--- src/rtl/double_ended_queue_top_defines.svh ---
// ----------------------------------------------------------------------------
// Double-ended queue assertion macros
// Shared concurrent assertion wrappers used by the queue RTL.
// ----------------------------------------------------------------------------
`ifndef DOUBLE_ENDED_QUEUE_TOP_DEFINES_SVH
`define DOUBLE_ENDED_QUEUE_TOP_DEFINES_SVH

// Assertion sampled on the rising clock edge and disabled while in reset.
`define DEQ_ASSERT_RST(lbl, prop, msg) \
    lbl: assert property (@(posedge aclk) disable iff (!aresetn) prop) else $error(msg);

// Assertion sampled on the rising clock edge that also holds during reset.
`define DEQ_ASSERT_ALWAYS(lbl, prop, msg) \
    lbl: assert property (@(posedge aclk) prop) else $error(msg);

`endif

--- src/rtl/deq_pkg.sv ---
// ----------------------------------------------------------------------------
// Double-ended queue package
// Command and status codes, controller states and the control bundles.
// ----------------------------------------------------------------------------
`default_nettype none

package deq_pkg;

    // Default number of entries in the ring store.
    localparam int unsigned DEPTH_DEFAULT = 16;

    // Width of a stored value.
    localparam int unsigned DATA_W = 32;

    // Width of the command field.
    localparam int unsigned CMD_W = 3;

    // Width of the status field.
    localparam int unsigned STATUS_W = 2;

    // Commands carried by an input item.
    typedef enum logic [CMD_W-1:0] {
        CMD_PUSH_FRONT = 3'd0,
        CMD_PUSH_BACK  = 3'd1,
        CMD_POP_FRONT  = 3'd2,
        CMD_POP_BACK   = 3'd3,
        CMD_CLEAR      = 3'd4
    } cmd_t;

    // Result status codes.
    typedef enum logic [STATUS_W-1:0] {
        STATUS_OK    = 2'd0,
        STATUS_EMPTY = 2'd1,
        STATUS_FULL  = 2'd2
    } status_t;

    // Controller states.
    typedef enum logic [1:0] {
        ST_IDLE,
        ST_EXEC,
        ST_LOAD
    } state_t;

    // Commands from the controller to the datapath.
    typedef struct packed {
        logic load_in;   // capture the accepted request
        logic exec;      // apply the command to the queue
        logic load_out;  // load the result register
    } dp_cmd_t;

    // Status from the datapath to the controller.
    typedef struct packed {
        logic out_valid; // result register holds an untaken result
        logic out_take;  // result is taken in this cycle
    } dp_sts_t;

endpackage

`default_nettype wire

--- src/rtl/deq_ram.sv ---
// ----------------------------------------------------------------------------
// Generic RAM
// Single write port, single read port with registered read data.
// ----------------------------------------------------------------------------
`default_nettype none

module deq_ram #(
    parameter int unsigned WIDTH = 32,
    parameter int unsigned DEPTH = 16
) (
    input  wire logic                     aclk,
    input  wire logic                     wr_en,
    input  wire logic [$clog2(DEPTH)-1:0] wr_addr,
    input  wire logic [WIDTH-1:0]         wr_data,
    input  wire logic                     rd_en,
    input  wire logic [$clog2(DEPTH)-1:0] rd_addr,
    output logic      [WIDTH-1:0]         rd_data
);

    logic [WIDTH-1:0] mem_reg [DEPTH];

    // Write port.
    always_ff @(posedge aclk) begin
        if (wr_en) begin
            mem_reg[wr_addr] <= wr_data;
        end
    end

    // Registered read port; the data holds until the next read.
    always_ff @(posedge aclk) begin
        if (rd_en) begin
            rd_data <= mem_reg[rd_addr];
        end
    end

endmodule

`default_nettype wire

--- src/rtl/deq_ctrl.sv ---
// ----------------------------------------------------------------------------
// Double-ended queue controller
// Sequences each request through accept, execute and result load.
// ----------------------------------------------------------------------------
`default_nettype none

module deq_ctrl (
    input  wire logic              aclk,
    input  wire logic              aresetn,
    input  wire logic              s_tvalid,
    output logic                   s_tready,
    input  wire deq_pkg::dp_sts_t  dp_sts,
    output deq_pkg::dp_cmd_t       dp_cmd
);

    deq_pkg::state_t state_reg;
    deq_pkg::state_t state_next;
    logic            out_free;

    // The result register can take a new result when empty or being drained.
    assign out_free = !dp_sts.out_valid || dp_sts.out_take;

    // State register.
    always_ff @(posedge aclk) begin
        if (!aresetn) begin
            state_reg <= deq_pkg::ST_IDLE;
        end else begin
            state_reg <= state_next;
        end
    end

    // Next-state logic.
    always_comb begin
        state_next = state_reg;
        case (state_reg)
            deq_pkg::ST_IDLE: begin
                if (s_tvalid) begin
                    state_next = deq_pkg::ST_EXEC;
                end
            end
            deq_pkg::ST_EXEC: begin
                state_next = deq_pkg::ST_LOAD;
            end
            deq_pkg::ST_LOAD: begin
                if (out_free) begin
                    state_next = deq_pkg::ST_IDLE;
                end
            end
            default: begin
                state_next = deq_pkg::ST_IDLE;
            end
        endcase
    end

    // Output logic.
    always_comb begin
        s_tready        = 1'b0;
        dp_cmd.load_in  = 1'b0;
        dp_cmd.exec     = 1'b0;
        dp_cmd.load_out = 1'b0;
        case (state_reg)
            deq_pkg::ST_IDLE: begin
                s_tready       = 1'b1;
                dp_cmd.load_in = s_tvalid;
            end
            deq_pkg::ST_EXEC: begin
                dp_cmd.exec = 1'b1;
            end
            deq_pkg::ST_LOAD: begin
                dp_cmd.load_out = out_free;
            end
            default: begin
                s_tready = 1'b0;
            end
        endcase
    end

endmodule

`default_nettype wire

--- src/rtl/deq_dpath.sv ---
// ----------------------------------------------------------------------------
// Double-ended queue datapath
// Ring pointers, entry count, ring store and the result register.
// ----------------------------------------------------------------------------
`default_nettype none

`include "double_ended_queue_top_defines.svh"

module deq_dpath #(
    parameter int unsigned DEPTH = deq_pkg::DEPTH_DEFAULT
) (
    input  wire logic                                  aclk,
    input  wire logic                                  aresetn,
    input  wire deq_pkg::dp_cmd_t                      dp_cmd,
    output deq_pkg::dp_sts_t                           dp_sts,
    input  wire logic [deq_pkg::CMD_W-1:0]             in_command,
    input  wire logic signed [deq_pkg::DATA_W-1:0]     in_data,
    output logic                                       out_valid,
    input  wire logic                                  out_ready,
    output logic signed [deq_pkg::DATA_W-1:0]          out_data,
    output logic [deq_pkg::STATUS_W-1:0]               out_status,
    output logic [$clog2(DEPTH+1)-1:0]                 out_count,
    output logic                                       out_empty
);

    localparam int unsigned IW = $clog2(DEPTH);
    localparam int unsigned CW = $clog2(DEPTH + 1);
    localparam logic [IW-1:0] LAST_IDX = IW'(DEPTH - 1);
    localparam logic [CW-1:0] FULL_CNT = CW'(DEPTH);

    // Captured request.
    deq_pkg::cmd_t                    cmd_reg;
    logic signed [deq_pkg::DATA_W-1:0] data_reg;

    // Queue state.
    logic [IW-1:0] front_reg, front_next;
    logic [IW-1:0] back_reg, back_next;
    logic [CW-1:0] count_reg, count_next;

    // Per-request results held until the result load.
    deq_pkg::status_t status_reg, status_next;
    logic             pop_ok_reg, pop_ok_next;

    // Result register.
    logic                              out_valid_reg;
    logic signed [deq_pkg::DATA_W-1:0] out_data_reg;
    deq_pkg::status_t                  out_status_reg;
    logic [CW-1:0]                     out_count_reg;

    // Ring store ports.
    logic                       ram_we;
    logic [IW-1:0]              ram_waddr;
    logic                       ram_re;
    logic [IW-1:0]              ram_raddr;
    logic [deq_pkg::DATA_W-1:0] ram_rdata;

    logic          is_full;
    logic          is_empty;
    logic [IW-1:0] front_up, front_down;
    logic [IW-1:0] back_up, back_down;

    // Conditions watched by the checks at the end.
    logic          cnt_at_limit;
    logic          exec_clear;
    logic          exec_pop_empty;

    // Capture the accepted request.
    always_ff @(posedge aclk) begin
        if (dp_cmd.load_in) begin
            cmd_reg  <= deq_pkg::cmd_t'(in_command);
            data_reg <= in_data;
        end
    end

    // Ring index steps with wrap at the store depth.
    assign front_up   = (front_reg == LAST_IDX) ? '0 : front_reg + IW'(1);
    assign front_down = (front_reg == '0) ? LAST_IDX : front_reg - IW'(1);
    assign back_up    = (back_reg == LAST_IDX) ? '0 : back_reg + IW'(1);
    assign back_down  = (back_reg == '0) ? LAST_IDX : back_reg - IW'(1);

    assign is_full  = (count_reg == FULL_CNT);
    assign is_empty = (count_reg == '0);

    // Command decode: at most one store access and the pointer updates.
    always_comb begin
        front_next  = front_reg;
        back_next   = back_reg;
        count_next  = count_reg;
        status_next = deq_pkg::STATUS_OK;
        pop_ok_next = 1'b0;
        ram_we      = 1'b0;
        ram_waddr   = back_reg;
        ram_re      = 1'b0;
        ram_raddr   = front_reg;
        case (cmd_reg)
            deq_pkg::CMD_PUSH_FRONT: begin
                if (is_full) begin
                    status_next = deq_pkg::STATUS_FULL;
                end else begin
                    ram_we     = 1'b1;
                    ram_waddr  = front_down;
                    front_next = front_down;
                    count_next = count_reg + CW'(1);
                end
            end
            deq_pkg::CMD_PUSH_BACK: begin
                if (is_full) begin
                    status_next = deq_pkg::STATUS_FULL;
                end else begin
                    ram_we     = 1'b1;
                    ram_waddr  = back_reg;
                    back_next  = back_up;
                    count_next = count_reg + CW'(1);
                end
            end
            deq_pkg::CMD_POP_FRONT: begin
                if (is_empty) begin
                    status_next = deq_pkg::STATUS_EMPTY;
                end else begin
                    ram_re      = 1'b1;
                    ram_raddr   = front_reg;
                    front_next  = front_up;
                    count_next  = count_reg - CW'(1);
                    pop_ok_next = 1'b1;
                end
            end
            deq_pkg::CMD_POP_BACK: begin
                if (is_empty) begin
                    status_next = deq_pkg::STATUS_EMPTY;
                end else begin
                    ram_re      = 1'b1;
                    ram_raddr   = back_down;
                    back_next   = back_down;
                    count_next  = count_reg - CW'(1);
                    pop_ok_next = 1'b1;
                end
            end
            deq_pkg::CMD_CLEAR: begin
                front_next = '0;
                back_next  = '0;
                count_next = '0;
            end
            default: begin
                // Unknown commands leave the queue untouched.
                status_next = deq_pkg::STATUS_OK;
            end
        endcase
    end

    // Queue state registers, cleared by reset and otherwise updated only while executing.
    always_ff @(posedge aclk) begin
        if (!aresetn) begin
            front_reg <= '0;
            back_reg  <= '0;
            count_reg <= '0;
        end else if (dp_cmd.exec) begin
            front_reg <= front_next;
            back_reg  <= back_next;
            count_reg <= count_next;
        end
    end

    // Per-request outcome.
    always_ff @(posedge aclk) begin
        if (dp_cmd.exec) begin
            status_reg <= status_next;
            pop_ok_reg <= pop_ok_next;
        end
    end

    // Ring store.
    deq_ram #(
        .WIDTH (deq_pkg::DATA_W),
        .DEPTH (DEPTH)
    ) u_ram (
        .aclk    (aclk),
        .wr_en   (ram_we && dp_cmd.exec),
        .wr_addr (ram_waddr),
        .wr_data (data_reg),
        .rd_en   (ram_re && dp_cmd.exec),
        .rd_addr (ram_raddr),
        .rd_data (ram_rdata)
    );

    // Result valid flag.
    always_ff @(posedge aclk) begin
        if (!aresetn) begin
            out_valid_reg <= 1'b0;
        end else if (dp_cmd.load_out) begin
            out_valid_reg <= 1'b1;
        end else if (out_ready) begin
            out_valid_reg <= 1'b0;
        end
    end

    // Result payload.
    always_ff @(posedge aclk) begin
        if (dp_cmd.load_out) begin
            out_data_reg   <= pop_ok_reg ? ram_rdata : '0;
            out_status_reg <= status_reg;
            out_count_reg  <= count_reg;
        end
    end

    assign dp_sts.out_valid = out_valid_reg;
    assign dp_sts.out_take  = out_valid_reg && out_ready;

    assign out_valid  = out_valid_reg;
    assign out_data   = out_data_reg;
    assign out_status = out_status_reg;
    assign out_count  = out_count_reg;
    assign out_empty  = (out_count_reg == '0);

    // Conditions for the bookkeeping checks.
    assign cnt_at_limit   = (count_reg == '0) || (count_reg == FULL_CNT);
    assign exec_clear     = dp_cmd.exec && (cmd_reg == deq_pkg::CMD_CLEAR);
    assign exec_pop_empty = dp_cmd.exec && is_empty &&
                            (cmd_reg == deq_pkg::CMD_POP_FRONT ||
                             cmd_reg == deq_pkg::CMD_POP_BACK);

    // Checks on the queue bookkeeping.
    `DEQ_ASSERT_RST(a_count_bound, count_reg <= FULL_CNT, "entry count exceeds depth")
    `DEQ_ASSERT_RST(a_ptr_meet, cnt_at_limit |-> front_reg == back_reg, "pointer mismatch")
    `DEQ_ASSERT_RST(a_clear, exec_clear |=> count_reg == '0, "clear left entries")
    `DEQ_ASSERT_RST(a_empty_pop, exec_pop_empty |=> $stable(count_reg), "empty pop changed queue")

endmodule

`default_nettype wire

--- src/rtl/double_ended_queue_top.sv ---
// The controller takes one request at a time through its three-step sequence
// (accept, store access, result load) and takes no new request until the result
// register has been loaded. A stalled result keeps the controller in the
// result-load step and holds off further requests.
// Reset (aresetn low, synchronous) empties the queue; store contents need no clearing.
// ----------------------------------------------------------------------------
// Double-ended queue top level
// Bounded deque of signed 32-bit values on streaming request/result channels.
// ----------------------------------------------------------------------------
`default_nettype none

module double_ended_queue_top #(
    parameter int unsigned DEPTH = deq_pkg::DEPTH_DEFAULT
) (
    input  wire logic aclk,
    input  wire logic aresetn,
    // s_tdata: [2:0] command, [34:3] data_in, upper bits zero fill
    input  wire logic [((deq_pkg::CMD_W + deq_pkg::DATA_W + 7) / 8) * 8 - 1:0] s_tdata,
    input  wire logic s_tvalid,
    output logic      s_tready,
    // m_tdata: [31:0] data_out, [33:32] status, then entry_count, then is_empty,
    // upper bits zero fill
    output logic [((deq_pkg::DATA_W + deq_pkg::STATUS_W + $clog2(DEPTH + 1) + 1 + 7) / 8)
                  * 8 - 1:0] m_tdata,
    output logic      m_tvalid,
    input  wire logic m_tready
);

    localparam int unsigned CW      = $clog2(DEPTH + 1);
    localparam int unsigned M_RAW_W = deq_pkg::DATA_W + deq_pkg::STATUS_W + CW + 1;
    localparam int unsigned M_W     = ((M_RAW_W + 7) / 8) * 8;

    deq_pkg::dp_cmd_t dp_cmd;
    deq_pkg::dp_sts_t dp_sts;

    logic signed [deq_pkg::DATA_W-1:0] out_data;
    logic [deq_pkg::STATUS_W-1:0]      out_status;
    logic [CW-1:0]                     out_count;
    logic                              out_empty;

    // Controller.
    deq_ctrl u_ctrl (
        .aclk     (aclk),
        .aresetn  (aresetn),
        .s_tvalid (s_tvalid),
        .s_tready (s_tready),
        .dp_sts   (dp_sts),
        .dp_cmd   (dp_cmd)
    );

    // Datapath.
    deq_dpath #(
        .DEPTH (DEPTH)
    ) u_dpath (
        .aclk       (aclk),
        .aresetn    (aresetn),
        .dp_cmd     (dp_cmd),
        .dp_sts     (dp_sts),
        .in_command (s_tdata[deq_pkg::CMD_W-1:0]),
        .in_data    (s_tdata[deq_pkg::CMD_W + deq_pkg::DATA_W - 1:deq_pkg::CMD_W]),
        .out_valid  (m_tvalid),
        .out_ready  (m_tready),
        .out_data   (out_data),
        .out_status (out_status),
        .out_count  (out_count),
        .out_empty  (out_empty)
    );

    // Pack the result fields, lowest field first, zero filled to whole bytes.
    assign m_tdata = M_W'({out_empty, out_count, out_status, out_data});

endmodule

`default_nettype wire

--- config.mk ---
export PLATFORM = sky130hd
export DESIGN_NAME = double_ended_queue_top
export DESIGN_NICKNAME = d
export VERILOG_FILES = /design/src/rtl/deq_pkg.sv /design/src/rtl/deq_ram.sv /design/src/rtl/deq_ctrl.sv /design/src/rtl/deq_dpath.sv /design/src/rtl/double_ended_queue_top.sv
export VERILOG_INCLUDE_DIRS = /design/src /design/src/rtl
export SDC_FILE = /design/constraint.sdc
export NUM_CORES = 1
export LEC_CHECK = 0
export CORE_MARGIN = 2
export CORE_UTILIZATION = 45
export DETAILED_ROUTE_END_ITERATION = 6
export DONT_BUFFER_PORTS = 1
export PLACE_DENSITY = 0.72
export SLEW_MARGIN = 20
export SYNTH_ARGS = -nofsm -noshare
export SYNTH_HDL_FRONTEND = slang
export SYNTH_SLANG_ARGS = --single-unit
export TNS_END_PERCENT = 30
--- constraint.sdc ---
create_clock -name aclk -period 3.7 [get_ports aclk]
set_clock_uncertainty 0.1 [all_clocks]
set_input_delay 0.74 -clock aclk [delete_from_list [all_inputs] [get_ports aclk]]
set_output_delay 0.74 -clock aclk [all_outputs]
set_load 0.005 [all_outputs]
==> results of run 1 <==
-- cell usage after synthesis, drive strengths merged, types with 2 or more instances --
master,count,area share [%]
a211oi,3,0.092
and2,34,0.87
o21ai,13,0.27
a21o,4,0.12
a311oi,3,0.11
edfxtp,621,76
buf,52,1.3
nor2b,3,0.077
o211ai,3,0.092
ha,8,0.41
or2,3,0.077
a22o,3,0.11
nor3,4,0.082
and3,2,0.051
o32a,2,0.082
xnor2,5,0.18
clkbuf,16,0.25
mux2,3,0.14
or4,34,1.1
nand2,24,0.37
inv,14,0.22
nand2b,8,0.20
dfxtp,16,1.3
a21oi,23,0.52
nand3,2,0.041
a31o,2,0.072
mux2i,261,11
or3,2,0.051
o21bai,3,0.092
nor2,34,0.52
o22ai,129,3.3
-- logic make-up (layout without fill, tap and decap cells) --
group                    count (synthesis)  in the layout  share of synthesized area, %
multiplexers                           264            264                          10.8
AND/OR/NAND/NOR                        157            157                          3.74
XOR/XNOR                                 6              6                         0.215
AO/OA/AOI/OAI                          202            202                          5.37
flip-flops                             637            637                          77.6
adder cells (fa/ha/maj)                  9              9                         0.491
buffers and inverters                   82            198                          1.74
-- power by group through the flow --
| stage | clock [mW] | combinational, mW | sequential, mW |
|---|---|---|---|
| floorplan | 0 | 0.360 | 8.22 |
| global placement | 0 | 0.513 | 8.25 |
| detailed placement | 0 | 0.523 | 8.26 |
| CTS | 6.52 | 0.525 | 8.11 |
| global route | 6.80 | 0.560 | 8.12 |
| finish | 6.39 | 0.522 | 8.11 |
-- final cells by class --
class / instances / area [um^2]
clock buffer: 79 / 1760
clock inverter: 42 / 338
tap: 696 / 871
multi-input combinational: 638 / 5200
sequential: 637 / 19000
timing repair buffer: 63 / 723
inverter: 14 / 52.6
fill: 4097 / 25800
-- worst max path at each step --
stage,from,end,depth (start not counted)
after global placement,u_dpath.count_reg[0],u_dpath.u_ram.mem_reg[0][6],9
after detailed placement,u_dpath.count_reg[0],u_dpath.u_ram.mem_reg[2][6],8
after CTS,u_dpath.count_reg[1],u_dpath.u_ram.mem_reg[2][4],8
final,u_dpath.count_reg[1],u_dpath.u_ram.mem_reg[2][4],9
after global routing,u_dpath.count_reg[0],u_dpath.u_ram.mem_reg[2][4],9
after floorplan,u_dpath.count_reg[0],u_dpath.u_ram.mem_reg[4][0],5
-- cells in the final DEF, fill, tap and decap left out, types with 12 or more instances in the layout --
cell         n
a21oi_1     22
and2_1      33
buf_12      20
buf_4       43
clkbuf_16   68
clkinv_1    12
clkinv_2    14
dfxtp_1     16
edfxtp_1   621
inv_1       14
mux2i_1    259
nand2_1     24
nor2_1      18
nor2_4      16
o21ai_0     13
o22ai_1    129
or4_1       33
-- worst register-to-register path, stage by stage, from the launching register on --
cell and delay [ns]:
dfxtp_1 0.51, nor4_4 0.11, buf_4 0.18, a2111oi_2 0.42, buf_4 0.23, nor2_1 0.07, a21oi_1 0.18, nand2_1 0.28
nor2_4 0.58, buf_4 0.29
-- through the flow --
step	hold slack, ns	setup slack (ns)	util (%)	instances	power, mW
after floorplan	0.300	0.116	-	1357	8.58
after global placement	0.318	0.488	48.1	2048	8.77
after detailed placement	0.334	0.464	48.1	2048	8.79
after CTS	0.0923	0.421	52.0	2169	15.2
after global routing	0.105	0.265	52.0	2169	15.5
final	0.120	0.433	52.0	2169	15.0
-- layer usage --
metal  part of all wire (%)  wire [um]  vias to the layer above  track usage [%]
met5                      0          0                        -                0
met4                    2.5       1310                        0             6.86
met3                    6.0       3160                       88             3.30
met2                     49      26200                      433             31.8
met1                     42      22300                     6484             24.9
li1                       -          -                     5570                -
==> impl_metrics.tcl, run 1 <==
set metrics [dict create \
    status "completed" \
    crit_path_frequent_cell "buf_4" \
    cts-root-buf "clkbuf_16" \
    slowest_delay_ns 0.58 \
    r2r-end "u_dpath.u_ram.mem_reg[2][4]" \
    globalRouteOverflowTotal 0 \
    die_area_um2 56200 \
    post_cts_buffers 0 \
    first_pass_iters 7 \
    place.gp.congestion 0.774 \
    wl_per_cell_um 24.4 \
    tns_ns 0 \
    hold_depth 0 \
    cp.arrival_ns 3.45 \
    vias_per_cell 5.80 \
    fin_area_um2 27900 \
    p_leak_nw 8.60 \
    worstSkewPairLatency_ns 0.61 \
    synth.cell_area_um2 24400 \
    critical_path_class "reg -> reg" \
    drc 0 \
    crit_chain "nor4_4 -> buf_4 -> a2111oi_2 -> buf_4 -> nor2_1 -> a21oi_1 -> nand2_1 -> nor2_4 -> buf_4" \
    die_h_um 237 \
    initial_core_util_pct 45.5 \
    synth.distinct_cells 62 \
    dieWidth_um 237 \
    power.share.switching_pct 21.1 \
    cts_buffer_depth 3 \
    fin_nets 1474 \
    largest_register_ffs 512 \
    synth_flop_cell "edfxtp_1" \
    syn_avg_cell_area_um2 18.0 \
    placementRows 85 \
    finalSetupViolCount 0 \
    grt_pass1_wl_um 78600 \
    reg2reg_depth 9 \
    synth-edff-count 621 \
    finalHoldViolations 0 \
    drtIter0Drc 1234 \
    routed_wl_um 53000 \
    core_area_um2 53700 \
    grt_max_degree 47 \
    peakVddDrop_uv 287 \
    cp.required_ns 3.89 \
    clk_pin_slew_ns 0.06 \
    ctsResizeCount 0 \
    max_slew_margin_pct 52.5 \
    worstSetupEndpointType "flip-flop" \
    n_antenna_cell 0 \
    p_sw_mw 3.17 \
    syn-num-nets 1410 \
    portBuffers 0 \
    route.vias.total 12575 \
    critical_path.slowest_cell "nor2_4" \
    postSynth.asyncResetShare_pct 0 \
    cp_top_family "simple AND/OR/NAND/NOR gates" \
    max_freq_ghz 0.306 \
    critPathBufInv 3 \
    ys_seq_elements 637 \
    worst_hold_path_type "in -> reg" \
    htreeDepth 3 \
    drive_gt1_share_pct 13.4 \
    tightest_slew_ns 0.713 \
    ctsHoldBuffers 0 \
    clockPowerShare_pct 42.5 \
    fin_crit_ns 3.27 \
    grtUsageTotal_pct 18.9 \
    cts_sinks 637 \
    numCtsBuffers 67 \
    grt_pass1_vias 12639 \
    dp_hpwl_um 29000 \
    placed_cell_area_um2 25800 \
    postRouteAntennaNets 0 \
    ys_warn_count 0 \
    finalMaxSlewViolations 0 \
    worstHoldEndpoint "u_dpath.data_reg[20]" \
    yosysSeqAreaShare_pct 77.6 \
    crit_path_start_kind "flip-flop" \
    areaGrowthSynthToFinish_pct 14.2 \
    ioPinCount 86 \
    p_per_area_nw_per_um2 538 \
    p_int_mw 11.9 \
    power_frac_seq_pct 54.0 \
    r2r_slack_ns 0.43 \
    reg2reg_from "u_dpath.count_reg[1]" \
    rsz0062_at_grt "no" \
    period_share_pct 88.3 \
    pwr-share-comb_pct 3.5 \
    max-cap-violations 0 \
    min_from "s_tdata[23]" \
    synth_cells 1357 \
    antenna_found_initial 0 \
    cts_tree "done" \
    crit_fanout 12 \
]
Power figures use the tool's default switching activity.
==> run 2, diff against run 1 <==
--- a/config.mk
+++ b/config.mk
@@ -11,6 +11,7 @@
 export DETAILED_ROUTE_END_ITERATION = 6
 export DONT_BUFFER_PORTS = 1
 export PLACE_DENSITY = 0.72
+export RECOVER_POWER = 25
 export SLEW_MARGIN = 20
 export SYNTH_ARGS = -nofsm -noshare
 export SYNTH_HDL_FRONTEND = slang
==> run 2 against run 1 <==
Net effect:
- non-clock buffer count unchanged
- core utilization hardly changed
- flip-flop and latch count did not move
==> impl_metrics.tcl, run 2 (synthesis gave the netlist of run 1 again) <==
set metrics [dict create \
    place.gp.congestion 0.774 \
    worst_hold_path_type "in -> reg" \
    drive_gt1_share_pct 13.4 \
    place_ws_ns 0.464 \
    period_share_pct 88.5 \
    grt_pass1_vias 12639 \
    largest_register_ffs 512 \
    globalRouteOverflowTotal 0 \
    instances_no_fill 2169 \
    vias_per_cell 5.80 \
    die_h_um 237 \
    final_cell_mix "621 x edfxtp_1, 259 x mux2i_1, 129 x o22ai_1" \
    cts-root-buf "clkbuf_16" \
    antenna_found_initial 0 \
    wl_per_cell_um 24.4 \
    grt_util_met3_pct 3.30 \
    grt_pass1_wl_um 78600 \
    grt_use_met2_pct 31.8 \
    p_leak_nw 8.59 \
    worstSkewPairLatency_ns 0.61 \
    die_area_um2 56200 \
    tns_ns 0 \
    max_freq_ghz 0.305 \
    fin_crit_ns 3.27 \
    busiest_layer "met2" \
    cp.required_ns 3.89 \
    dieWidth_um 237 \
    n_antenna_cell 0 \
    cts_sinks 637 \
    grtUsageTotal_pct 18.9 \
    cts_tree "done" \
    portBuffers 0 \
    clk_pin_slew_ns 0.06 \
    postRouteAntennaNets 0 \
    initial_core_util_pct 45.5 \
    dp_hpwl_um 29000 \
    worstSetupEndpointType "flip-flop" \
    tightest_slew_ns 0.703 \
    critical_path_class "reg -> reg" \
    p_per_area_nw_per_um2 539 \
    routed_wl_um 53000 \
    ctsHoldBuffers 0 \
    route.vias.total 12589 \
    fin_nets 1474 \
    placementRows 85 \
    finalHoldViolations 0 \
    drc 0 \
    ioPinCount 86 \
    rsz0062_at_grt "no" \
    status "completed" \
    core_area_um2 53700 \
    drtIter0Drc 1108 \
    finalMaxSlewViolations 0 \
    peakVddDrop_uv 287 \
    final_common_cell "edfxtp_1" \
    cts_buffer_depth 3 \
    max_slew_margin_pct 53.1 \
    worst_hold_slack_ns 0.118 \
    dp.cells 2048 \
    crit_fanout 12 \
    cp.arrival_ns 3.46 \
    placed_cell_area_um2 25800 \
    finalSetupViolCount 0 \
    htreeDepth 3 \
    fin_area_um2 27900 \
    post_cts_buffers 0 \
    postLayoutCoreUtil_pct 52.0 \
    met1_usage_pct 24.9 \
    max-cap-violations 0 \
    setup_ws_ns 0.426 \
    ctsResizeCount 0 \
    power.total_mw 15.0 \
    first_pass_iters 5 \
    crit_path_start_kind "flip-flop" \
    num-fill-cells 4099 \
    r2r_slack_ns 0.43 \
    grt_max_degree 47 \
    areaGrowthSynthToFinish_pct 14.2 \
    numCtsBuffers 67 \
]
## run 2: final cells by class
type / count / area [um^2] / share of cell area (%)
clock buffer: 79 / 1760 / 6.32
inverter: 14 / 52.6 / 0.188
clock inverter: 42 / 338 / 1.21
multi-input combinational: 638 / 5200 / 18.6
sequential: 637 / 19000 / 67.9
tap: 696 / 871 / 3.12
timing repair buffer: 63 / 719 / 2.58
## run 2: critical path: stages, from the launching register on
cell and delay [ns]:
dfxtp_1 0.51, nor4_4 0.11, buf_4 0.18, a2111oi_2 0.42, buf_4 0.23, nor2_1 0.07, a21oi_1 0.18, nand2_1 0.28
nor2_4 0.58, buf_4 0.29
## run 2: metal layers
layer,vias up,routed length [um]
met5,-,0
met4,0,1350
met3,91,3440
met2,452,26200
met1,6474,22100
li1,5572,-
## run 2: path summary, 6_finish.rpt
| check | cells past startpoint | endpoint | from |
|---|---|---|---|
| max | 9 | u_dpath.u_ram.mem_reg[2][4] | u_dpath.count_reg[1] |
| min | 0 | u_dpath.data_reg[20] | s_tdata[23] |
| max reg2reg | 9 | u_dpath.u_ram.mem_reg[2][4] | u_dpath.count_reg[1] |
| min reg2reg | 0 | u_dpath.out_status[0] | u_dpath.status_reg[0] |
## run 2: power by group
part	leakage, nW	total [mW]	internal (mW)	switching [mW]
Clock	1.03	6.40	3.65	2.75
Sequential	5.75	8.11	8.00	0.111
Combinational	1.82	0.522	0.210	0.312
